### config.mk
export PLATFORM = sky130hd
export DESIGN_NAME = base64_ascii85_decoder_unit
export DESIGN_NICKNAME = d
export VERILOG_FILES = /design/src/hw/rtl/b64a85_pkg.sv /design/src/hw/rtl/b64a85_front.sv /design/src/hw/rtl/b64a85_cmd_fifo.sv /design/src/hw/rtl/b64a85_back.sv /design/src/hw/rtl/base64_ascii85_decoder_unit.sv
export VERILOG_INCLUDE_DIRS = /design/src /design/src/hw/rtl
export SDC_FILE = /design/constraint.sdc
export NUM_CORES = 1
export LEC_CHECK = 0
export BUFFER_PORTS_ARGS = -buffer_cell sky130_fd_sc_hd__buf_2
export CAP_MARGIN = 10
export CORE_MARGIN = 10
export CORE_UTILIZATION = 45
export CTS_CLUSTER_SIZE = 8
export DETAILED_ROUTE_END_ITERATION = 6
export SETUP_SLACK_MARGIN = 0.2
export SLEW_MARGIN = 30
export SYNTH_ARGS = -nofsm -noshare
export SYNTH_HDL_FRONTEND = slang
export SYNTH_SLANG_ARGS = --single-unit
### constraint.sdc
create_clock -name clk -period 15.8 [get_ports clk]
set_clock_uncertainty 0.05 [all_clocks]
set_input_delay 0.79 -clock clk [delete_from_list [all_inputs] [get_ports clk]]
set_output_delay 0.79 -clock clk [all_outputs]
set_load 0.02 [all_outputs]
### src/hw/rtl/base64_ascii85_decoder_unit_assert.svh
// Assertion macros shared by the decoder RTL; clocked on clk, disabled during arst_n low.
`ifndef BASE64_ASCII85_DECODER_UNIT_ASSERT_SVH
`define BASE64_ASCII85_DECODER_UNIT_ASSERT_SVH

// Condition must never hold.
`define B64A85_ASSERT_NEVER(lbl, cond, msg) \
	lbl: assert property (@(posedge clk) disable iff (!arst_n) !(cond)) else $error(msg);

// Same-cycle implication.
`define B64A85_ASSERT_IMPLY(lbl, ante, cons, msg) \
	lbl: assert property (@(posedge clk) disable iff (!arst_n) (ante) |-> (cons)) else $error(msg);

// Next-cycle implication.
`define B64A85_ASSERT_NEXT(lbl, ante, cons, msg) \
	lbl: assert property (@(posedge clk) disable iff (!arst_n) (ante) |=> (cons)) else $error(msg);

`endif

### src/hw/rtl/b64a85_pkg.sv
// Shared types, constants and lookup functions of the base64 / ascii85 decoder.
package b64a85_pkg;

	// Default depth of the queue between front and back.
	localparam int CMD_DEPTH_DEF = 4;

	// Register indexes
	localparam logic REG_MODE = 1'b0;

	// Encoding modes
	localparam logic MODE_B64 = 1'b0;
	localparam logic MODE_A85 = 1'b1;

	// Symbol classes from the base64 table
	localparam logic [6:0] SYM_SKIP = 7'd64;
	localparam logic [6:0] SYM_PAD  = 7'd65;
	localparam logic [6:0] SYM_BAD  = 7'd66;

	// ascii85 constants
	localparam logic [7:0] A85_LOW  = 8'd33;
	localparam logic [7:0] A85_HIGH = 8'd117;
	localparam logic [6:0] A85_BASE = 7'd85;

	typedef enum logic [1:0] {
		ST_OK       = 2'd0,
		ST_BAD_CHAR = 2'd1,
		ST_BAD_LEN  = 2'd2
	} status_t;

	// One transaction for the back end: up to four results from one word
	typedef struct packed {
		logic [31:0] word;     // bytes in order at [31:24], [23:16], ...
		logic [1:0]  nres_m1;  // number of results minus one
		logic        valid;    // results carry bytes
		status_t     status;
		logic        eol;      // final result closes the literal
		logic        a85_pad;  // word still needs 'u' padding
		logic [1:0]  pad_syms; // number of padding symbols, 1..3
	} cmd_t;

	function automatic logic is_space(input logic [7:0] c);
		return (c == 8'd32) || (c == 8'd9) || (c == 8'd13) || (c == 8'd10);
	endfunction

	// Standard base64 alphabet value, or a symbol class
	function automatic logic [6:0] b64_value(input logic [7:0] c);
		logic [6:0] v;
		v = SYM_BAD;
		if (c >= 8'h41 && c <= 8'h5a)
			v = 7'(c - 8'h41);
		else if (c >= 8'h61 && c <= 8'h7a)
			v = 7'(c - 8'h61 + 8'd26);
		else if (c >= 8'h30 && c <= 8'h39)
			v = 7'(c - 8'h30 + 8'd52);
		else if (c == 8'h2b)
			v = 7'd62;
		else if (c == 8'h2f)
			v = 7'd63;
		else if (c == 8'h3d)
			v = SYM_PAD;
		else if (is_space(c))
			v = SYM_SKIP;
		return v;
	endfunction

	// 85 to the power of the padding symbol count
	function automatic logic [19:0] a85_pow(input logic [1:0] p);
		logic [19:0] r;
		case (p)
			2'd1: r = 20'd85;
			2'd2: r = 20'd7225;
			2'd3: r = 20'd614125;
			default: r = 20'd1;
		endcase
		return r;
	endfunction

endpackage

### src/hw/rtl/b64a85_front.sv
// Front end: classifies characters, gathers symbol groups, issues result transactions.
module b64a85_front (
	input  logic               clk,
	input  logic               arst_n,
	input  logic               mode,
	input  logic               clear,
	input  logic               take,
	input  logic [7:0]         char_code,
	input  logic               last_char,
	output logic               cmd_push,
	output b64a85_pkg::cmd_t   cmd
);

	logic [31:0] acc_q, nacc;
	logic [2:0]  cnt_q, ncnt;
	logic [1:0]  pad_q, npad;
	logic        err_q, nerr;
	logic        bad_char, grp, gen;
	logic [6:0]  bv;
	logic [7:0]  sym;
	logic [31:0] acc_x85;
	logic [1:0]  k;
	logic [2:0]  kp;
	logic        bad_len;

	assign bv      = b64a85_pkg::b64_value(char_code);
	assign sym     = char_code - b64a85_pkg::A85_LOW;
	assign acc_x85 = acc_q * 32'(b64a85_pkg::A85_BASE);

	// Character decode and group bookkeeping
	always_comb begin
		nacc     = acc_q;
		ncnt     = cnt_q;
		npad     = pad_q;
		nerr     = err_q;
		bad_char = 1'b0;
		grp      = 1'b0;
		gen      = 1'b0;
		k        = 2'd0;
		kp       = 3'd0;
		bad_len  = 1'b0;
		cmd          = '0;
		cmd.status   = b64a85_pkg::ST_OK;
		cmd.eol      = last_char;

		if (!err_q) begin
			if (mode == b64a85_pkg::MODE_B64) begin
				if (pad_q != 2'd0 && bv != b64a85_pkg::SYM_PAD) begin
					bad_char = 1'b1;
				end else if (bv == b64a85_pkg::SYM_PAD) begin
					if (pad_q >= 2'd2)
						bad_char = 1'b1;
					else
						npad = pad_q + 2'd1;
				end else if (bv < 7'd64) begin
					nacc = {8'd0, acc_q[17:0], bv[5:0]};
					ncnt = cnt_q + 3'd1;
					if (ncnt == 3'd4) begin
						grp         = 1'b1;
						cmd.word    = {nacc[23:0], 8'd0};
						cmd.nres_m1 = 2'd2;
						cmd.valid   = 1'b1;
						nacc        = '0;
						ncnt        = '0;
					end
				end else if (bv == b64a85_pkg::SYM_BAD) begin
					bad_char = 1'b1;
				end
			end else begin
				if (char_code >= b64a85_pkg::A85_LOW && char_code <= b64a85_pkg::A85_HIGH) begin
					nacc = acc_x85 + 32'(sym);
					ncnt = cnt_q + 3'd1;
					if (ncnt == 3'd5) begin
						grp         = 1'b1;
						cmd.word    = nacc;
						cmd.nres_m1 = 2'd3;
						cmd.valid   = 1'b1;
						nacc        = '0;
						ncnt        = '0;
					end
				end else if (!b64a85_pkg::is_space(char_code)) begin
					bad_char = 1'b1;
				end
			end

			if (bad_char) begin
				cmd         = '0;
				cmd.status  = b64a85_pkg::ST_BAD_CHAR;
				cmd.eol     = last_char;
				nerr        = 1'b1;
			end else if (last_char && !grp) begin
				// Flush of a partial group
				if (mode == b64a85_pkg::MODE_B64) begin
					k  = ncnt[1:0];
					kp = 3'(k) + 3'(npad);
					bad_len = (npad != 2'd0) ? (kp[1:0] != 2'd0) : (k == 2'd1);
					if (bad_len) begin
						cmd.status = b64a85_pkg::ST_BAD_LEN;
					end else if (k == 2'd2) begin
						cmd.word  = {nacc[11:4], 24'd0};
						cmd.valid = 1'b1;
					end else if (k == 2'd3) begin
						cmd.word    = {nacc[17:2], 16'd0};
						cmd.nres_m1 = 2'd1;
						cmd.valid   = 1'b1;
					end
				end else begin
					if (ncnt == 3'd1) begin
						cmd.status = b64a85_pkg::ST_BAD_LEN;
					end else if (ncnt >= 3'd2 && ncnt <= 3'd4) begin
						cmd.word     = nacc;
						cmd.valid    = 1'b1;
						cmd.a85_pad  = 1'b1;
						cmd.pad_syms = 2'(3'd5 - ncnt);
						cmd.nres_m1  = 2'(ncnt - 3'd2);
					end
				end
			end
			gen = bad_char | grp | last_char;
		end else begin
			// After an error only the terminator is produced
			gen = last_char;
		end

		if (last_char) begin
			nacc = '0;
			ncnt = '0;
			npad = '0;
			nerr = 1'b0;
		end
	end

	assign cmd_push = take & gen;

	// Literal state
	always_ff @(posedge clk or negedge arst_n) begin
		if (!arst_n) begin
			acc_q <= '0;
			cnt_q <= '0;
			pad_q <= '0;
			err_q <= 1'b0;
		end else if (clear) begin
			acc_q <= '0;
			cnt_q <= '0;
			pad_q <= '0;
			err_q <= 1'b0;
		end else if (take) begin
			acc_q <= nacc;
			cnt_q <= ncnt;
			pad_q <= npad;
			err_q <= nerr;
		end
	end

endmodule

### src/hw/rtl/b64a85_cmd_fifo.sv
// Transaction queue between the front and back ends.
`include "base64_ascii85_decoder_unit_assert.svh"

module b64a85_cmd_fifo #(
	parameter int DEPTH = b64a85_pkg::CMD_DEPTH_DEF
) (
	input  logic             clk,
	input  logic             arst_n,
	input  logic             wr,
	input  b64a85_pkg::cmd_t wdata,
	output logic             full,
	input  logic             rd,
	output b64a85_pkg::cmd_t rdata,
	output logic             empty
);

	localparam int PW = (DEPTH > 1) ? $clog2(DEPTH) : 1;
	localparam int CW = $clog2(DEPTH + 1);

	b64a85_pkg::cmd_t mem_q [DEPTH];
	logic [PW-1:0]    wr_ptr_q, rd_ptr_q;
	logic [CW-1:0]    count_q;
	logic             do_wr, do_rd;

	assign full  = (count_q == CW'(DEPTH));
	assign empty = (count_q == '0);
	assign do_wr = wr & ~full;
	assign do_rd = rd & ~empty;
	assign rdata = mem_q[rd_ptr_q];

	// Storage
	always_ff @(posedge clk) begin
		if (do_wr)
			mem_q[wr_ptr_q] <= wdata;
	end

	// Pointers and fill level
	always_ff @(posedge clk or negedge arst_n) begin
		if (!arst_n) begin
			wr_ptr_q <= '0;
			rd_ptr_q <= '0;
			count_q  <= '0;
		end else begin
			if (do_wr)
				wr_ptr_q <= (wr_ptr_q == PW'(DEPTH - 1)) ? '0 : wr_ptr_q + 1'b1;
			if (do_rd)
				rd_ptr_q <= (rd_ptr_q == PW'(DEPTH - 1)) ? '0 : rd_ptr_q + 1'b1;
			if (do_wr && !do_rd)
				count_q <= count_q + 1'b1;
			else if (do_rd && !do_wr)
				count_q <= count_q - 1'b1;
		end
	end

	`B64A85_ASSERT_NEVER(a_fifo_overfill, count_q > CW'(DEPTH), "queue fill exceeds depth")
	`B64A85_ASSERT_NEXT(a_fifo_grow, do_wr && !do_rd, count_q == $past(count_q) + 1'b1, "write lost")
	`B64A85_ASSERT_NEXT(a_fifo_shrink, do_rd && !do_wr, count_q == $past(count_q) - 1'b1, "read lost")

endmodule

### src/hw/rtl/b64a85_back.sv
// Back end: finishes ascii85 padding and emits one result per transaction slot.
`include "base64_ascii85_decoder_unit_assert.svh"

module b64a85_back (
	input  logic             clk,
	input  logic             arst_n,
	input  b64a85_pkg::cmd_t cmd,
	input  logic             cmd_empty,
	output logic             cmd_pop,
	output logic             empty,
	input  logic             pop,
	output logic [7:0]       data_byte,
	output logic             byte_valid,
	output logic             end_of_literal,
	output logic [1:0]       status
);

	b64a85_pkg::cmd_t cmd_s1, cmd_pd;
	logic             v_s1;
	logic [19:0]      pw;
	logic [31:0]      prod;
	logic [31:0]      padded;

	logic [31:0]         word_q;
	logic [1:0]          idx_q, last_q;
	logic                valid_q, eol_q, busy_q;
	b64a85_pkg::status_t st_q;
	logic                emit_done, em_free, s1_free;

	// Handoff between the queue, the padding stage and the emitter
	assign emit_done = busy_q & pop & (idx_q == last_q);
	assign em_free   = ~busy_q | emit_done;
	assign s1_free   = ~v_s1 | em_free;
	assign cmd_pop   = ~cmd_empty & s1_free;

	// ascii85 tail padding: w * 85^p + (85^p - 1)
	assign pw     = b64a85_pkg::a85_pow(cmd.pad_syms);
	assign prod   = cmd.word * {12'd0, pw};
	assign padded = prod + 32'(pw - 20'd1);

	// Padded word replaces the raw one for an ascii85 tail
	always_comb begin
		cmd_pd = cmd;
		if (cmd.a85_pad)
			cmd_pd.word = padded;
	end

	always_ff @(posedge clk) begin
		if (cmd_pop)
			cmd_s1 <= cmd_pd;
	end

	always_ff @(posedge clk or negedge arst_n) begin
		if (!arst_n)
			v_s1 <= 1'b0;
		else if (s1_free)
			v_s1 <= cmd_pop;
	end

	// Emitter payload
	always_ff @(posedge clk) begin
		if (v_s1 && em_free) begin
			word_q  <= cmd_s1.word;
			last_q  <= cmd_s1.nres_m1;
			valid_q <= cmd_s1.valid;
			eol_q   <= cmd_s1.eol;
			st_q    <= cmd_s1.status;
		end
	end

	// Emitter control
	always_ff @(posedge clk or negedge arst_n) begin
		if (!arst_n) begin
			busy_q <= 1'b0;
			idx_q  <= '0;
		end else if (em_free) begin
			busy_q <= v_s1;
			idx_q  <= '0;
		end else if (pop) begin
			idx_q <= idx_q + 2'd1;
		end
	end

	// Result ports
	always_comb begin
		case (idx_q)
			2'd0: data_byte = word_q[31:24];
			2'd1: data_byte = word_q[23:16];
			2'd2: data_byte = word_q[15:8];
			2'd3: data_byte = word_q[7:0];
			default: data_byte = '0;
		endcase
	end

	assign empty          = ~busy_q;
	assign byte_valid     = valid_q;
	assign end_of_literal = eol_q & (idx_q == last_q);
	assign status         = st_q;

	`B64A85_ASSERT_IMPLY(a_idx_range, busy_q, idx_q <= last_q, "result index past count")
	`B64A85_ASSERT_IMPLY(a_nobyte_zero, busy_q && !valid_q, data_byte == 8'd0, "stray byte data")
	`B64A85_ASSERT_NEXT(a_step, busy_q && pop && !emit_done, busy_q && idx_q == $past(idx_q) + 2'd1, "result step lost")

endmodule

### src/hw/rtl/base64_ascii85_decoder_unit.sv
// Top level of the streaming base64 / ascii85 literal decoder.
// Characters enter through the push/full queue interface, one per clock while not full; the
// front end classifies each character and, when a symbol group closes, a character is bad or
// the literal ends, places one transaction of up to four results in a command queue
// (CMD_DEPTH entries). The back end pads an ascii85 tail (one 32x20 multiply) as it leaves
// the queue, registers it in its padding stage and then emits one result per clock on the
// empty/pop side while pop is high. A character is taken only while the command queue is not
// full. encoding_mode sits at APB address 0; writing it restarts the literal.
module base64_ascii85_decoder_unit #(
	parameter int CMD_DEPTH = b64a85_pkg::CMD_DEPTH_DEF
) (
	input  logic        clk,
	input  logic        arst_n,
	// character input
	input  logic        push,
	output logic        full,
	input  logic [7:0]  char_code,
	input  logic        last_char,
	// result output
	output logic        empty,
	input  logic        pop,
	output logic [7:0]  data_byte,
	output logic        byte_valid,
	output logic        end_of_literal,
	output logic [1:0]  status,
	// configuration
	input  logic        psel,
	input  logic        penable,
	input  logic        pwrite,
	input  logic [2:0]  paddr,
	input  logic [31:0] pwdata,
	output logic [31:0] prdata,
	output logic        pready
);

	logic             mode_q;
	logic             cfg_wr;
	logic             take;
	logic             cmd_push, cmd_full, cmd_empty, cmd_pop;
	b64a85_pkg::cmd_t cmd_in, cmd_out;

	// Configuration register
	assign pready = 1'b1;
	assign cfg_wr = psel & penable & pwrite & (paddr[2] == b64a85_pkg::REG_MODE);
	assign prdata = (paddr[2] == b64a85_pkg::REG_MODE) ? {31'd0, mode_q} : '0;

	always_ff @(posedge clk or negedge arst_n) begin
		if (!arst_n)
			mode_q <= b64a85_pkg::MODE_B64;
		else if (cfg_wr)
			mode_q <= pwdata[0];
	end

	assign full = cmd_full;
	assign take = push & ~cmd_full;

	b64a85_front u_front (
		.clk       (clk),
		.arst_n    (arst_n),
		.mode      (mode_q),
		.clear     (cfg_wr),
		.take      (take),
		.char_code (char_code),
		.last_char (last_char),
		.cmd_push  (cmd_push),
		.cmd       (cmd_in)
	);

	b64a85_cmd_fifo #(
		.DEPTH (CMD_DEPTH)
	) u_fifo (
		.clk    (clk),
		.arst_n (arst_n),
		.wr     (cmd_push),
		.wdata  (cmd_in),
		.full   (cmd_full),
		.rd     (cmd_pop),
		.rdata  (cmd_out),
		.empty  (cmd_empty)
	);

	b64a85_back u_back (
		.clk            (clk),
		.arst_n         (arst_n),
		.cmd            (cmd_out),
		.cmd_empty      (cmd_empty),
		.cmd_pop        (cmd_pop),
		.empty          (empty),
		.pop            (pop),
		.data_byte      (data_byte),
		.byte_valid     (byte_valid),
		.end_of_literal (end_of_literal),
		.status         (status)
	);

endmodule
---- After elaboration in Yosys (flattened, before gate mapping) ----
Memories as Yosys holds them, arrays and structs flattened.
Cells that the tools add are included.
W data, S select, Z words.
storage, ports and cells
  input port bits ......................... 51
  memories kept ........................... 1
  memory bits (writable) .................. 164
  bits in registers ....................... 126
  output and inout bits ................... 47
  word-level logic and storage cells ...... 227
operators by class
  reduce and logical (&&, ||, !) cells .... 25
  $add $sub $neg .......................... 19
  equal/unequal tests ..................... 27
  bitwise gates (word level) .............. 20
  magnitude comparators ................... 12
  multipliers ............................. 2
  mux-type cells .......................... 100
memory list
  memory        depth  bits a word  rd ports  clocked after memory_dff  wr ports  line                   RTL
  u_fifo.mem_q  4      41           1         0                         1         b64a85_cmd_fifo.sv:20  b64a85_pkg::cmd_t mem_q [DEPTH];
operators with widths
  kind                     number
  $mux W35                 11
  $mux W32                 12
  $mux W37                 3
  $pmux W20 S3             1
  $mux W3                  19
  $mux W7                  6
  $mux W41                 1
  $mux W2                  17
  $add A32 B32 Y32         1
  $add A32 B8 Y32          1
  $eq A8 B6 Y1 const B     4
  $mul A32 B20 Y32         1
  $mul A32 B7 Y32 const B  1
  $pmux W8 S4              1
  $mux W1                  28
  $eq A8 B4 Y1 const B     3
  $le A8 B7 Y1 const B     3
  $mux W24                 1
  $sub A20 B1 Y21 const B  1
  $eq A2 B2 Y1 const B     8
  $ge A8 B6 Y1 const B     2
  $ge A8 B7 Y1 const B     2
  $eq A7 B7 Y1 const B     2
  $sub A7 B7 Y7 const B    2
  other kinds (31)         74

---- Depth between registers and ports, before layout ----
  depth after elaboration ................. 27
  mapped depth ............................ 36
  gate-level depth less buffers ........... 32

---- Modules after synthesis ----
A second synthesis with hierarchy kept.
unflattened totals
  cell total of the unflattened synthesis .. 2682
  area, all modules ....................... 28925.2 um^2
modules (own cells, without submodules)
  module                       seq. area each (um^2)  cells an instance  instances  area an instance (um^2)
  b64a85_back                  2382.3                 1279               1          13583.0
  b64a85_front                 950.9                  1112               1          8640.8
  b64a85_cmd_fifo              5099.9                 252                1          6384.9
  base64_ascii85_decoder_unit  25.0                   39                 1          316.6

---- Least setup slack after synthesis ----
No wires, ideal clock.
  path kind ............................... flip-flop to flip-flop
  from .................................... reg u_fifo.rd_ptr_q[1]
  to ...................................... reg u_back.cmd_s1[40] (netlist name), data pin
  path slack .............................. 5858 ps
  clock period less this slack ............ 9942 ps
  arrival ................................. 9626 ps
  required time ........................... 15483 ps
  stages on the path, launching flop included .. 36
  path buffers ............................ 6
  setup time .............................. 267 ps
  cell sequence ........................... dfrtp_1 > clkbuf_1 > buf_1 > buf_1 > buf_1 > clkbuf_1 > mux4_2 > ha_1 > nor2_1 > clkinv_1 > clkbuf_1 > ha_1 > fa_1 > fa_1 > inv_1 > fa_1 > inv_1 > fa_1 > inv_1 > fa_1 > inv_1 > fa_1 > inv_1 > fa_1 > inv_1 > ha_1 > a21o_1 > a2111oi_0 > o21bai_1 > a21oi_1 > o221ai_1 > a31o_2 > a211oi_1 > a21oi_1 > xnor2_1 > o21ai_0
RTL lines
  item                      line                   RTL
  start: declaration        b64a85_cmd_fifo.sv:21  logic [PW-1:0] wr_ptr_q, rd_ptr_q;
  start signal: assignment  b64a85_cmd_fifo.sv:47  rd_ptr_q <= (rd_ptr_q == PW'(DEPTH - 1)) ? '0 : rd_ptr_q + 1'b1;
  end signal: assignment    b64a85_back.sv:50      cmd_s1 <= cmd_pd;
  end: declaration          b64a85_back.sv:18      b64a85_pkg::cmd_t cmd_s1, cmd_pd;

==> flow_summary_export.csv <==
group,metric,value,unit
route,wl_per_cell,20.5,um
cts,path_clk_slew,50,ps
route,final_antenna_net_count,0,
worst_setup_path,crit_type,"flip-flop to flip-flop",
route,drcViolationCount,5,
worst_setup_path,required,16010,ps
synthesis,synthAdderAreaFrac,0.336,
floorplan,core,63200,um^2
cts,clock_path_buffers,3,
sta,rsz0062_at_grt,"no",
floorplan,dieArea,74400,um^2
flow_run,max_cap_violations,0,
worst_hold_path,hp-class,"primary input to async pin",
cts,cts_max_level,2,
sta,timing.setup.tns,0,ps
cells_and_area,n_antenna_cell,0,
cells_and_area,area_growth,7.63,%
sta,setup_ws,5600,ps
sta,maxSlewViolCount,0,
cts,root_buffer,"clkbuf_16",
synthesis,synth-simple-area-share,0.0874,
worst_setup_path,worstSetupEndpointType,"flip-flop",
worst_setup_path,crit_fanout,45,
synthesis,muxShareOfSynthArea,0.0433,
worst_setup_path,crit_start,"u_fifo.rd_ptr_q[1]",
sta,maxClockFrequency,98.0,MHz
global_route,grt_busiest_layer,"met2",
synthesis,synth_top_area_cell,"edfxtp_1",
worst_setup_path,cpMaxStageDelayCell,"a2111oi_0",
route,totalWireLength,73500,um
route,first_iter_violations,1315,
cts,cts-hold-fix-buffers,0,
worst_setup_path,cpMostUsedCell,"inv_1",
synthesis,yosysTopAreaCellShare,0.251,
sta,hold_viol,0,
global_route,antenna_found_initial,0,
cells_and_area,nNetsFinal,3339,
global_route,use_met2,0.342,
synthesis,synthTopCellsByArea,"edfxtp_1 25%, fa_1 21%, ha_1 12%, inv_1 6.9%, dfrtp_1 4.4%",
synthesis,synth_common_cells,"529 x inv_1, 307 x fa_1, 280 x ha_1, 240 x edfxtp_1, 182 x nand2_1",
cells_and_area,num-fill-cells,5715,
global_route,grt_usage,0.199,
placement,port_buffers,32,
placement,dp_hpwl,58400,um
synthesis,synthCells,2688,
floorplan,row_count,92,
synthesis,synth_xor_area_frac,0.0369,
global_route,grt_max_degree,60,
worst_setup_path,start_kind,"flip-flop",
route,via_per_inst,5.47,
route,route.vias.total,19600,
floorplan,start_util,0.455,
synthesis,syn_avg_cell_area,10.7,um^2
cts,cts_tree,"done",
global_route,grtUsageMet3,0.0198,
route,drt-pass1-iter-count,7,
outcome,violations,"DRC",
global_route,grt_overflow_total,0,
cts,cts_resized,0,
worst_setup_path,critPathMaxStageDelay,760,ps
floorplan,die-height,273,um
sta,timing.final.crit_period,10200,ps
synthesis,ys.flop_type,"edfxtp_1",
sta,slew_headroom,0.417,
cts,clock_latency,570,ps
cts,cts_sinks,290,
synthesis,synth_edf_count,240,
synthesis,ys_ff_latch,290,
cts,numCtsBuffers,42,
floorplan,chipWidth,273,um
synthesis,yosysMostFrequentCell,"inv_1",
synthesis,async_flop_share,0.172,
global_route,grt_pass1_wl,117000,um
cells_and_area,layout-drive-gt1-share,0.0762,
cells_and_area,post-route-util,0.490,
synthesis,netlist_area,28800,um^2
global_route,grt_pass1_vias,20600,
worst_setup_path,crit_arrival,10410,ps
worst_setup_path,r2r-start,"u_fifo.rd_ptr_q[1]",
cts,cts_setup_buffers,0,
sta,worst_pin_slew,853,ps
global_route,use_met1,0.258,
placement,pre_cts_ws,5610,ps
floorplan,ios,98,
synthesis,synth_top_family_by_area,"adder cells",
synthesis,synth_compound_area_frac,0.111,
synthesis,yosysSeqAreaShare,0.294,
synthesis,ys_types,103,
outcome,status,"finished with violations",
placement,gp_congestion,0.904,
sta,setup_viol_count_final,0,
sta,fin_crit_sh,0.646,
synthesis,ys.warnings.count,0,
## path summary, 6_finish.rpt
path,cells after the start,slack (ps),to
min in group clk,0,340,u_back.word_q[9]
setup / recovery,31,5600,u_back.cmd_s1[38]
hold / removal,2,320,u_front.pad_q[1]
setup reg to reg,31,5600,u_back.cmd_s1[38]
hold reg to reg,0,340,u_back.word_q[9]
max in group asynchronous,2,14830,u_fifo.rd_ptr_q[1]
## sequential cells by signal, indices dropped and copies added (netlist names), 2 cells and up
register,cells
u_fifo.mem_q,164
u_back.idx_q,2
u_back.status,2
u_back.word_q,32
u_fifo.rd_ptr_q,2
u_front.cnt_q,3
u_fifo.wr_ptr_q,2
u_back.last_q,2
u_back.cmd_s1,38
u_front.pad_q,2
u_fifo.count_q,3
u_front.acc_q,32
## metal layers
metal,up-vias,routed length (um)
li1,9045,-
met1,9798,31300
met2,598,36000
met3,132,3610
met4,0,2540
met5,-,0
## layout make-up
cell class	instances	area, um^2	area share
Clock buffer	69	1170	0.0379
Clock inverter	4	58.8	0.00190
Inverter	533	2000	0.0646
Multi-Input combinational cell	1774	17800	0.575
Sequential cell	290	8460	0.273
Tap cell	846	1060	0.0342
Timing Repair Buffer	60	390	0.0126
## through the flow
stage	instances	hold WS (ps)	area [um^2]
detailed placement	3502	355	29700
floorplan	2718	350	28900
finish	3576	315	30900
CTS	3575	334	30900
global placement	3502	352	29700
global route	3576	345	30900
## critical path: cells and delay by family (launching register included)
kind | cells | cell delay [ps]
multiplexers | 1 | 320
flip-flops | 1 | 330
buffers and inverters | 10 | 1780
adder cells (fa/ha/maj) | 9 | 4260
XOR/XNOR | 1 | 190
AO/OA/AOI/OAI | 9 | 2550
AND/OR/NAND/NOR | 1 | 340
## kinds of logic after synthesis
group                      count (synthesis)
muxes                                     73
xor gates and xnor gates                 121
other                                      2
adders and majority gates                587
DFF                                      290
buffers and inverters                    654
AOI/OAI and AO/OA                        447
and+or+nand+nor                          514
## layout by cell type (no fill, tap or decap), types with 17 or more instances in the layout
cell       instances
mux4_2            39
clkbuf_16         43
a31oi_1           23
a21o_1            34
a22o_1            24
buf_2             32
dfrtp_1           47
a222oi_1          17
ha_1             280
conb_1            32
o21ai_0           84
nor3_1            29
nand2_1          182
nand2b_1          18
nand3_1           38
and2_1            55
buf_4             27
xor2_1            43
nor2_1           107
fa_1             307
clkbuf_1          26
xnor2_1           78
inv_1            529
mux2i_1           22
a21oi_1           93
edfxtp_1         240
Power is not shown: default switching activity piles up to over one toggle a cycle in this logic, so the estimate is an artifact.
